### config.mk
export PLATFORM = sky130hd
export DESIGN_NAME = button_hold_classifier_mode_cycle_flat
export DESIGN_NICKNAME = d
export VERILOG_FILES = /design/src/sv/bhc_pkg.sv /design/src/sv/bhc_in_if.sv /design/src/sv/bhc_out_if.sv /design/src/sv/bhc_core.sv /design/src/sv/button_hold_classifier_mode_cycle.sv /design/src/flat_wrapper.sv
export SDC_FILE = /design/constraint.sdc
export NUM_CORES = 1
export LEC_CHECK = 0
export BUFFER_PORTS_ARGS = -buffer_cell sky130_fd_sc_hd__clkbuf_2
export CAP_MARGIN = 20
export CORE_ASPECT_RATIO = 0.7
export CORE_MARGIN = 3
export CORE_UTILIZATION = 23
export DETAILED_ROUTE_END_ITERATION = 12
export GPL_ROUTABILITY_DRIVEN = 0
export HOLD_SLACK_MARGIN = 0.12
export PLACE_DENSITY = 0.45
export SETUP_SLACK_MARGIN = 0.15
export SYNTH_ARGS = -nofsm -noshare
export SYNTH_HDL_FRONTEND = slang
export SYNTH_SLANG_ARGS = --single-unit
### constraint.sdc
create_clock -name clk -period 3.7 [get_ports clk]
set_clock_uncertainty 0.1 [all_clocks]
set_input_delay 0.37 -clock clk [delete_from_list [all_inputs] [get_ports clk]]
set_output_delay 0.37 -clock clk [all_outputs]
set_load 0.02 [all_outputs]
### src/sv/bhc_pkg.sv
// Package for the button hold classifier: command, class and mode codes,
// and the item, configuration and result types shared by the modules.
// Depends on nothing.
package bhc_pkg;

  localparam int CountW = 16;
  localparam logic [CountW-1:0] CountMax = '1;

  localparam logic [1:0] CMD_TICK  = 2'd0;
  localparam logic [1:0] CMD_PRESS = 2'd1;
  localparam logic [1:0] CMD_ACK   = 2'd2;

  localparam logic [1:0] CLASS_NONE = 2'd0;
  localparam logic [1:0] CLASS_HOLD = 2'd1;
  localparam logic [1:0] CLASS_LONG = 2'd2;

  localparam logic [1:0] MODE_IDLE     = 2'd0;
  localparam logic [1:0] MODE_TRANSMIT = 2'd1;
  localparam logic [1:0] MODE_RECORD   = 2'd2;

  localparam logic [1:0] REG_MIN_HOLD       = 2'd0;
  localparam logic [1:0] REG_LONG_HOLD      = 2'd1;
  localparam logic [1:0] REG_VERY_LONG_HOLD = 2'd2;

  localparam logic [CountW-1:0] MinHoldReset      = 16'd50;
  localparam logic [CountW-1:0] LongHoldReset     = 16'd1000;
  localparam logic [CountW-1:0] VeryLongHoldReset = 16'd3000;

  typedef struct packed {
    logic [1:0] cmd;
    logic       button_level;
  } in_item_t;

  typedef struct packed {
    logic [1:0] press_class;
    logic [1:0] op_mode;
    logic       mode_changed;
    logic       timing_active;
  } out_item_t;

  typedef struct packed {
    logic [CountW-1:0] min_hold_ticks;
    logic [CountW-1:0] long_hold_ticks;
    logic [CountW-1:0] very_long_hold_ticks;
  } cfg_t;

endpackage

### src/sv/bhc_in_if.sv
// Input channel of the button hold classifier: valid, ready and one item.
// Depends on nothing.
interface bhc_in_if;
  logic       valid;
  logic       ready;
  logic [1:0] cmd;
  logic       button_level;

  modport source (output valid, output cmd, output button_level, input ready);
  modport sink (input valid, input cmd, input button_level, output ready);
endinterface

### src/sv/bhc_out_if.sv
// Result channel of the button hold classifier: valid, ready and one result.
// Depends on nothing.
interface bhc_out_if;
  logic       valid;
  logic       ready;
  logic [1:0] press_class;
  logic [1:0] op_mode;
  logic       mode_changed;
  logic       timing_active;

  modport source (output valid, output press_class, output op_mode,
                  output mode_changed, output timing_active, input ready);
  modport sink (input valid, input press_class, input op_mode,
                input mode_changed, input timing_active, output ready);
endinterface

### src/sv/bhc_core.sv
// State and next-state logic of the button hold classifier: counters,
// timing flag, pending class and system mode. Depends on bhc_pkg.
module bhc_core (
  input  logic              clk,
  input  logic              rst_n,
  input  logic              step,
  input  bhc_pkg::in_item_t item,
  input  bhc_pkg::cfg_t     cfg,
  output bhc_pkg::out_item_t res
);

  logic [bhc_pkg::CountW-1:0] held_r, held_nxt;
  logic [bhc_pkg::CountW-1:0] rel_r, rel_nxt;
  logic                       last_r, last_nxt;
  logic                       running_r, running_nxt;
  logic [1:0]                 pending_r, pending_nxt;
  logic [1:0]                 mode_r, mode_nxt;
  logic                       changed;
  logic [bhc_pkg::CountW-1:0] held_inc, rel_inc;

  assign held_inc = (held_r == bhc_pkg::CountMax) ? held_r : held_r + 1'b1;
  assign rel_inc  = (rel_r == bhc_pkg::CountMax) ? rel_r : rel_r + 1'b1;

  always_comb begin
    held_nxt    = held_r;
    rel_nxt     = rel_r;
    last_nxt    = last_r;
    running_nxt = running_r;
    pending_nxt = pending_r;
    mode_nxt    = mode_r;
    changed     = 1'b0;
    case (item.cmd)
      bhc_pkg::CMD_TICK: begin
        if (running_r) begin
          last_nxt = item.button_level;
          if (last_r == item.button_level && !item.button_level) begin
            held_nxt = held_inc;
            if (held_inc >= cfg.very_long_hold_ticks) begin
              mode_nxt    = (mode_r >= bhc_pkg::MODE_RECORD) ? bhc_pkg::MODE_IDLE
                                                             : mode_r + 1'b1;
              changed     = 1'b1;
              pending_nxt = bhc_pkg::CLASS_NONE;
              held_nxt    = '0;
              rel_nxt     = '0;
              running_nxt = 1'b0;
            end
          end else if (last_r == item.button_level && item.button_level) begin
            rel_nxt = rel_inc;
            if (rel_inc >= cfg.min_hold_ticks) begin
              if (held_r >= cfg.long_hold_ticks) begin
                pending_nxt = bhc_pkg::CLASS_LONG;
              end else if (held_r >= cfg.min_hold_ticks) begin
                pending_nxt = bhc_pkg::CLASS_HOLD;
              end
              held_nxt    = '0;
              rel_nxt     = '0;
              running_nxt = 1'b0;
            end
          end
        end
      end
      bhc_pkg::CMD_PRESS: begin
        if (pending_r == bhc_pkg::CLASS_NONE) begin
          running_nxt = 1'b1;
        end
      end
      bhc_pkg::CMD_ACK: begin
        pending_nxt = bhc_pkg::CLASS_NONE;
      end
      default: begin
      end
    endcase
  end

  always_comb begin
    res.press_class   = pending_nxt;
    res.op_mode       = mode_nxt;
    res.mode_changed  = changed;
    res.timing_active = running_nxt;
  end

  always_ff @(posedge clk) begin
    if (!rst_n) begin
      held_r    <= '0;
      rel_r     <= '0;
      last_r    <= 1'b1;
      running_r <= 1'b0;
      pending_r <= bhc_pkg::CLASS_NONE;
      mode_r    <= bhc_pkg::MODE_TRANSMIT;
    end else if (step) begin
      held_r    <= held_nxt;
      rel_r     <= rel_nxt;
      last_r    <= last_nxt;
      running_r <= running_nxt;
      pending_r <= pending_nxt;
      mode_r    <= mode_nxt;
    end
  end

  a_idle_counters_clear: assert property (@(posedge clk) disable iff (!rst_n)
    !running_r |-> (held_r == '0 && rel_r == '0))
    else $error("Counters are nonzero while timing is stopped.");

  a_mode_change_stops: assert property (@(posedge clk) disable iff (!rst_n)
    (step && changed) |=> (!running_r && pending_r == bhc_pkg::CLASS_NONE))
    else $error("A mode advance left timing running or a class pending.");

  a_mode_range: assert property (@(posedge clk) disable iff (!rst_n)
    mode_r != 2'd3)
    else $error("The system mode holds an unused code.");

  a_ack_clears: assert property (@(posedge clk) disable iff (!rst_n)
    (step && item.cmd == bhc_pkg::CMD_ACK) |=> pending_r == bhc_pkg::CLASS_NONE)
    else $error("An acknowledge did not clear the pending class.");

endmodule

### src/sv/button_hold_classifier_mode_cycle.sv
// Button hold classifier with system mode cycling. Each transaction on the
// input channel (a millisecond tick with the sampled level, a press edge or an
// acknowledge) yields exactly one result transaction that shows the pending
// class, the system mode, whether the mode advanced and whether timing runs.
// One transaction is taken every cycle unless the sink stalls; it passes an
// input register, one pass of compare-and-count logic and a result register.
// The result register holds while the sink stalls, and the input side then
// stops only once both registers are full. The user must write thresholds on
// the configuration port only while the block is idle; the block does not
// enforce this. Depends on bhc_pkg, bhc_in_if, bhc_out_if and bhc_core.
module button_hold_classifier_mode_cycle (
  input  logic                       clk,
  input  logic                       rst_n,
  bhc_in_if.sink                     in_ch,
  bhc_out_if.source                  out_ch,
  input  logic                       cfg_we,
  input  logic [1:0]                 cfg_index,
  input  logic [bhc_pkg::CountW-1:0] cfg_data
);

  logic               s1_valid_r;
  bhc_pkg::in_item_t  s1_item_r;
  logic               out_valid_r;
  bhc_pkg::out_item_t out_item_r;
  bhc_pkg::out_item_t core_res;
  bhc_pkg::cfg_t      cfg_r;
  logic               advance;
  logic               in_take;

  assign advance = s1_valid_r && (!out_valid_r || out_ch.ready);
  assign in_ch.ready = !s1_valid_r || advance;
  assign in_take = in_ch.valid && in_ch.ready;

  always_ff @(posedge clk) begin
    if (!rst_n) begin
      cfg_r.min_hold_ticks       <= bhc_pkg::MinHoldReset;
      cfg_r.long_hold_ticks      <= bhc_pkg::LongHoldReset;
      cfg_r.very_long_hold_ticks <= bhc_pkg::VeryLongHoldReset;
    end else if (cfg_we) begin
      unique case (cfg_index)
        bhc_pkg::REG_MIN_HOLD:       cfg_r.min_hold_ticks       <= cfg_data;
        bhc_pkg::REG_LONG_HOLD:      cfg_r.long_hold_ticks      <= cfg_data;
        bhc_pkg::REG_VERY_LONG_HOLD: cfg_r.very_long_hold_ticks <= cfg_data;
        default: begin
        end
      endcase
    end
  end

  always_ff @(posedge clk) begin
    if (!rst_n) begin
      s1_valid_r <= 1'b0;
    end else if (in_ch.ready) begin
      s1_valid_r <= in_ch.valid;
    end
  end

  always_ff @(posedge clk) begin
    if (in_take) begin
      s1_item_r.cmd          <= in_ch.cmd;
      s1_item_r.button_level <= in_ch.button_level;
    end
  end

  bhc_core u_core (
    .clk   (clk),
    .rst_n (rst_n),
    .step  (advance),
    .item  (s1_item_r),
    .cfg   (cfg_r),
    .res   (core_res)
  );

  always_ff @(posedge clk) begin
    if (!rst_n) begin
      out_valid_r <= 1'b0;
    end else if (advance) begin
      out_valid_r <= 1'b1;
    end else if (out_ch.ready) begin
      out_valid_r <= 1'b0;
    end
  end

  always_ff @(posedge clk) begin
    if (advance) begin
      out_item_r <= core_res;
    end
  end

  assign out_ch.valid         = out_valid_r;
  assign out_ch.press_class   = out_item_r.press_class;
  assign out_ch.op_mode       = out_item_r.op_mode;
  assign out_ch.mode_changed  = out_item_r.mode_changed;
  assign out_ch.timing_active = out_item_r.timing_active;

endmodule
### src/flat_wrapper.sv
// flat-port wrapper written by rule: the top's interface ports become plain ports
module button_hold_classifier_mode_cycle_flat 
  (clk, rst_n, cfg_we, cfg_index, cfg_data, in_ch_valid, in_ch_cmd, in_ch_button_level, in_ch_ready, out_ch_valid, out_ch_press_class, out_ch_op_mode, out_ch_mode_changed, out_ch_timing_active, out_ch_ready);
  bhc_in_if in_ch_i ();
  bhc_out_if out_ch_i ();
  input  logic clk;
  input  logic rst_n;
  input  logic cfg_we;
  input  logic [1:0] cfg_index;
  input  logic [bhc_pkg::CountW-1:0] cfg_data;
  input wire logic [$bits(in_ch_i.valid)-1:0] in_ch_valid;
  input wire logic [$bits(in_ch_i.cmd)-1:0] in_ch_cmd;
  input wire logic [$bits(in_ch_i.button_level)-1:0] in_ch_button_level;
  output wire logic [$bits(in_ch_i.ready)-1:0] in_ch_ready;
  output wire logic [$bits(out_ch_i.valid)-1:0] out_ch_valid;
  output wire logic [$bits(out_ch_i.press_class)-1:0] out_ch_press_class;
  output wire logic [$bits(out_ch_i.op_mode)-1:0] out_ch_op_mode;
  output wire logic [$bits(out_ch_i.mode_changed)-1:0] out_ch_mode_changed;
  output wire logic [$bits(out_ch_i.timing_active)-1:0] out_ch_timing_active;
  input wire logic [$bits(out_ch_i.ready)-1:0] out_ch_ready;
  assign in_ch_i.valid = in_ch_valid;
  assign in_ch_i.cmd = in_ch_cmd;
  assign in_ch_i.button_level = in_ch_button_level;
  assign in_ch_ready = in_ch_i.ready;
  assign out_ch_valid = out_ch_i.valid;
  assign out_ch_press_class = out_ch_i.press_class;
  assign out_ch_op_mode = out_ch_i.op_mode;
  assign out_ch_mode_changed = out_ch_i.mode_changed;
  assign out_ch_timing_active = out_ch_i.timing_active;
  assign out_ch_i.ready = out_ch_ready;
  button_hold_classifier_mode_cycle u_core (.clk(clk), .rst_n(rst_n), .in_ch(in_ch_i), .out_ch(out_ch_i), .cfg_we(cfg_we), .cfg_index(cfg_index), .cfg_data(cfg_data));
endmodule
==> flow_metrics.py <==
metrics = {
    "floorplanning": {
        "fp.dieW_microns": 201.0,
        "rows": 49,
        "io_pins": 34,
        "coreArea_sq_um": 25930,
        "design.die.area_sq_um": 28640,
        "die_h_microns": 142.5,
        "start_util": 0.2360,
    },
    "final_layout": {
        "fillers": 2659,
        "fin_util": 0.3504,
        "finalNetCount": 1034,
        "mostFrequentLayoutCells": "buf_4, nand2_1, dfxtp_1, ha_1, inv_1",
        "syn2layout_area_growth_pct": 48.47,
        "finalNonFillerCells": 1302,
        "antenna_cells": 0,
        "mostFrequentLayoutCell": "buf_4",
        "final_cell_area_sq_um": 9087,
        "drive_above_1_share": 0.3683,
    },
    "placed_design": {
        "port_buffers": 33,
        "place_area_sq_um": 7670,
        "dp.final_hpwl_microns": 14960,
        "dp_cells": 1220,
        "dp_slack_ns": -0.4303,
    },
    "critical_path": {
        "critPathLaunch": "u_core.u_core.rel_r[6]",
        "cp-start-kind": "flop",
        "slowest_delay_ns": 0.43,
        "crit_chain": "and4_4 -> and4_4 -> buf_6 -> and3_4 -> and3_4 -> mux2_4 -> ha_4 -> nand3_4 -> or4_4 -> o32ai_4 -> buf_12 -> o21ai_4 -> or2_1 -> a211o_1 -> a22o_1",
        "end_kind": "flop",
        "cp_max_fo": 4,
        "crit_type": "reg -> reg",
        "regToRegEndpoint": "u_core.out_ch.press_class[1]",
        "cp_slowest_cell": "or4_4",
        "regToRegSetupSlack_ns": -0.25,
        "crit_required_ns": 3.72,
        "crit_end": "u_core.out_ch.press_class[1]",
        "r2r-start": "u_core.u_core.rel_r[6]",
        "worstRegToRegCells": 15,
        "arrival_ns": 3.97,
    },
    "route": {
        "dr.pass1.iters": 5,
        "drt-initial-drc-count": 398,
        "ant_nets": 0,
        "num_vias": 5920,
        "wirelength_microns": 20740,
        "drc": 0,
        "routed_via_density": 4.547,
        "avgRoutedWirePerCell_microns": 15.93,
    },
    "global_route": {
        "grt_pass1_vias": 5854,
        "grt_start_max_net_pins": 54,
        "grt_overflow_total": 0,
        "grt_pass1_wl_microns": 32510,
        "antenna_found_initial": 0,
        "track_usage": 0.1456,
    },
    "pwr": {
        "power_frac_seq": 0.479,
        "p_leak_nw": 3.852,
        "p_sw_w": 0.0006053,
        "switching_share": 0.2643,
        "power_density_nw_per_um2": 252.1,
        "internal-power_w": 0.001685,
        "pwr-share-comb": 0.082,
        "clkPwrFrac": 0.440,
        "peakVddDrop_v": 0.0001873,
    },
    "synthesis": {
        "synth_cell_types": 69,
        "netlist_instances": 747,
        "synth_area_sq_um": 6121,
        "synth_edf_count": 9,
        "yosysSeqAreaShare": 0.3320,
        "synthArstFlopShare": 0,
        "ys_ff_latch": 97,
        "synth_top_flop_cell": "dfxtp_1",
        "avgSynthCellArea_sq_um": 8.194,
        "yosys_warnings": 0,
        "synth_nets": 841,
    },
    "worst_hold_path": {
        "min_path_type": "in -> reg",
    },
    "status": {
        "violations": "setup timing",
        "status": "finished, violations left",
    },
    "clock_tree": {
        "cts_sinks": 97,
        "clk_latency_ns": 0.37,
        "tritoncts": "done",
        "cts_buffers": 9,
        "cts_root_buf": "clkbuf_16",
        "clk_path_buf_depth": 2,
        "clkTransAtPathRegs_ns": 0.08,
        "h-tree-depth": 3,
    },
    "sta": {
        "clock.fmax_mhz": 252.9,
        "worst_slack_ns": -0.2537,
        "worst_slew_pin_slew_ns": 0.8062,
        "period_minus_slack_ns": 3.954,
        "tns_ns": -4.510,
        "rsz0062_at_grt": "yes",
        "maxSlewViolCount": 0,
        "min_period_over_period": 1.069,
        "setup_viol": 38,
        "slew_headroom": 0.4625,
        "finalHoldViolations": 0,
    },
    "job": {
        "maxCapViolations": 0,
    },
}
-- power by group through the flow --
stage / Combinational, W / Clock (W) / Sequential, W
after floorplan: 0.000103 / 0 / 0.00112
after global placement: 0.000176 / 0 / 0.00112
after detailed placement: 0.000175 / 0 / 0.00112
after CTS: 0.000185 / 0.00104 / 0.00110
after global routing: 0.000211 / 0.00107 / 0.00110
final: 0.000187 / 0.00101 / 0.00110
-- registers in the layout (all words and copies together), names as in the netlist --
name                         flops
u_core.s1_valid_r                1
u_core.out_ch.valid              1
u_core.u_core.rel_r             16
u_core.out_ch.mode_changed       1
u_core.u_core.last_r             1
u_core.u_core.pending_r          2
u_core.s1_item_r                 3
u_core.cfg_r                    48
u_core.out_ch.timing_active      1
u_core.u_core.mode_r             2
u_core.out_ch.press_class        2
u_core.u_core.held_r            16
u_core.out_ch.op_mode            2
u_core.u_core.running_r          1
-- repair_timing --
item | 4_1_cts | 5_1_grt
endpoints found under the hold margin | 3 | 0
pin swaps | 56 | 38
endpoints found under the setup margin | 42 | 43
buffers inserted | 55 | 6
resized for setup | 87 | 47
cloned | 2 | 0
hold buffers | 3 | 0
-- synth_stat cells (all sizes together) (2+ instances only) --
library cell / number / area [sq um]
mux2: 8 / 90.09
edfxtp: 9 / 270.3
nand2: 121 / 454.2
a31oi: 10 / 62.56
xnor2: 13 / 113.9
o21ai: 22 / 110.1
ha: 68 / 850.8
or2: 4 / 25.02
and4: 6 / 52.55
or4: 3 / 22.52
o31ai: 3 / 27.52
nor2b: 11 / 68.82
clkbuf: 28 / 105.1
a211o: 4 / 35.03
a21oi: 33 / 165.2
and2: 6 / 37.54
buf: 2 / 10.01
a211oi: 5 / 37.54
nand2b: 7 / 43.79
dfxtp: 88 / 1762
o21a: 9 / 67.56
nor3: 9 / 50.05
o2111ai: 2 / 17.52
nand4: 15 / 100.1
or3: 6 / 37.54
or3b: 6 / 52.55
nand3b: 2 / 15.01
nand3: 32 / 160.2
o22ai: 2 / 12.51
nand4b: 2 / 17.52
o211ai: 19 / 142.6
a2111oi: 2 / 18.77
inv: 58 / 217.7
and3: 10 / 62.56
xor2: 7 / 61.31
a21o: 4 / 30.03
nor2: 46 / 175.2
a21boi: 43 / 322.8
-- cell type report --
type	instances	area, sq um	share of cell area
Multi-Input combinational cell	562	4378	0.4818
Sequential cell	97	2051	0.2257
Timing Repair Buffer	212	1688	0.1857
Tap cell	357	446.7	0.04915
Clock buffer	11	264.0	0.02905
Inverter	58	217.7	0.02396
Clock inverter	5	42.54	0.004681
-- kinds of logic (layout without fill, tap and decap cells) --
kind of cell,after synthesis,count (layout),share of synthesized area
xor gates and xnor gates,20,20,0.02862
muxes,8,8,0.01472
AOI/OAI and AO/OA,175,175,0.1999
and+or+nand+nor,291,291,0.2314
DFF,97,97,0.3320
buffers and inverters,88,286,0.05437
adders and majority gates,68,68,0.1390
-- worst min-delay path by stage --
stage          slack [ns]  cells past startpoint        startpoint           endpoint
2_1_floorplan        0.34                      2  u_core.cfg_r[10]   u_core.cfg_r[10]
3_3_place_gp         0.34                      2  u_core.cfg_r[27]   u_core.cfg_r[27]
3_5_place_dp         0.35                      2  u_core.cfg_r[28]   u_core.cfg_r[28]
4_1_cts              0.14                      3       in_ch_valid  u_core.s1_valid_r
5_1_grt              0.17                      3       cfg_data[3]   u_core.cfg_r[35]
6_report             0.15                      3       in_ch_valid  u_core.s1_valid_r
-- through the flow --
step	hold slack [ns]	total power (W)
after detailed placement	0.3498	0.001297
after global placement	0.3439	0.001298
after floorplan	0.3363	0.001225
after global routing	0.1736	0.002378
final	0.1454	0.002291
after CTS	0.1374	0.002322
-- routing by layer --
| metal | up-vias | part of all wire | GRT usage |
|---|---|---|---|
| met1 | 2771 | 0.52 | 0.2157 |
| met3 | 12 | 0.042 | 0.02446 |
| li1 | 3048 | - | - |
| met4 | 0 | 0.012 | 0.04137 |
| met2 | 89 | 0.43 | 0.2167 |
| met5 | - | 0 | 0 |
-- critical path: cells and delay by family, from the launching register on --
kind | cells | cell delay, ns
buffers and inverters | 2 | 0.27
adder cells (fa/ha/maj) | 1 | 0.28
AND/OR/NAND/NOR | 7 | 1.55
flip-flops | 1 | 0.34
AO/OA/AOI/OAI | 4 | 0.84
multiplexers | 1 | 0.31
No activity file was read; power rests on OpenSTA's default activity.
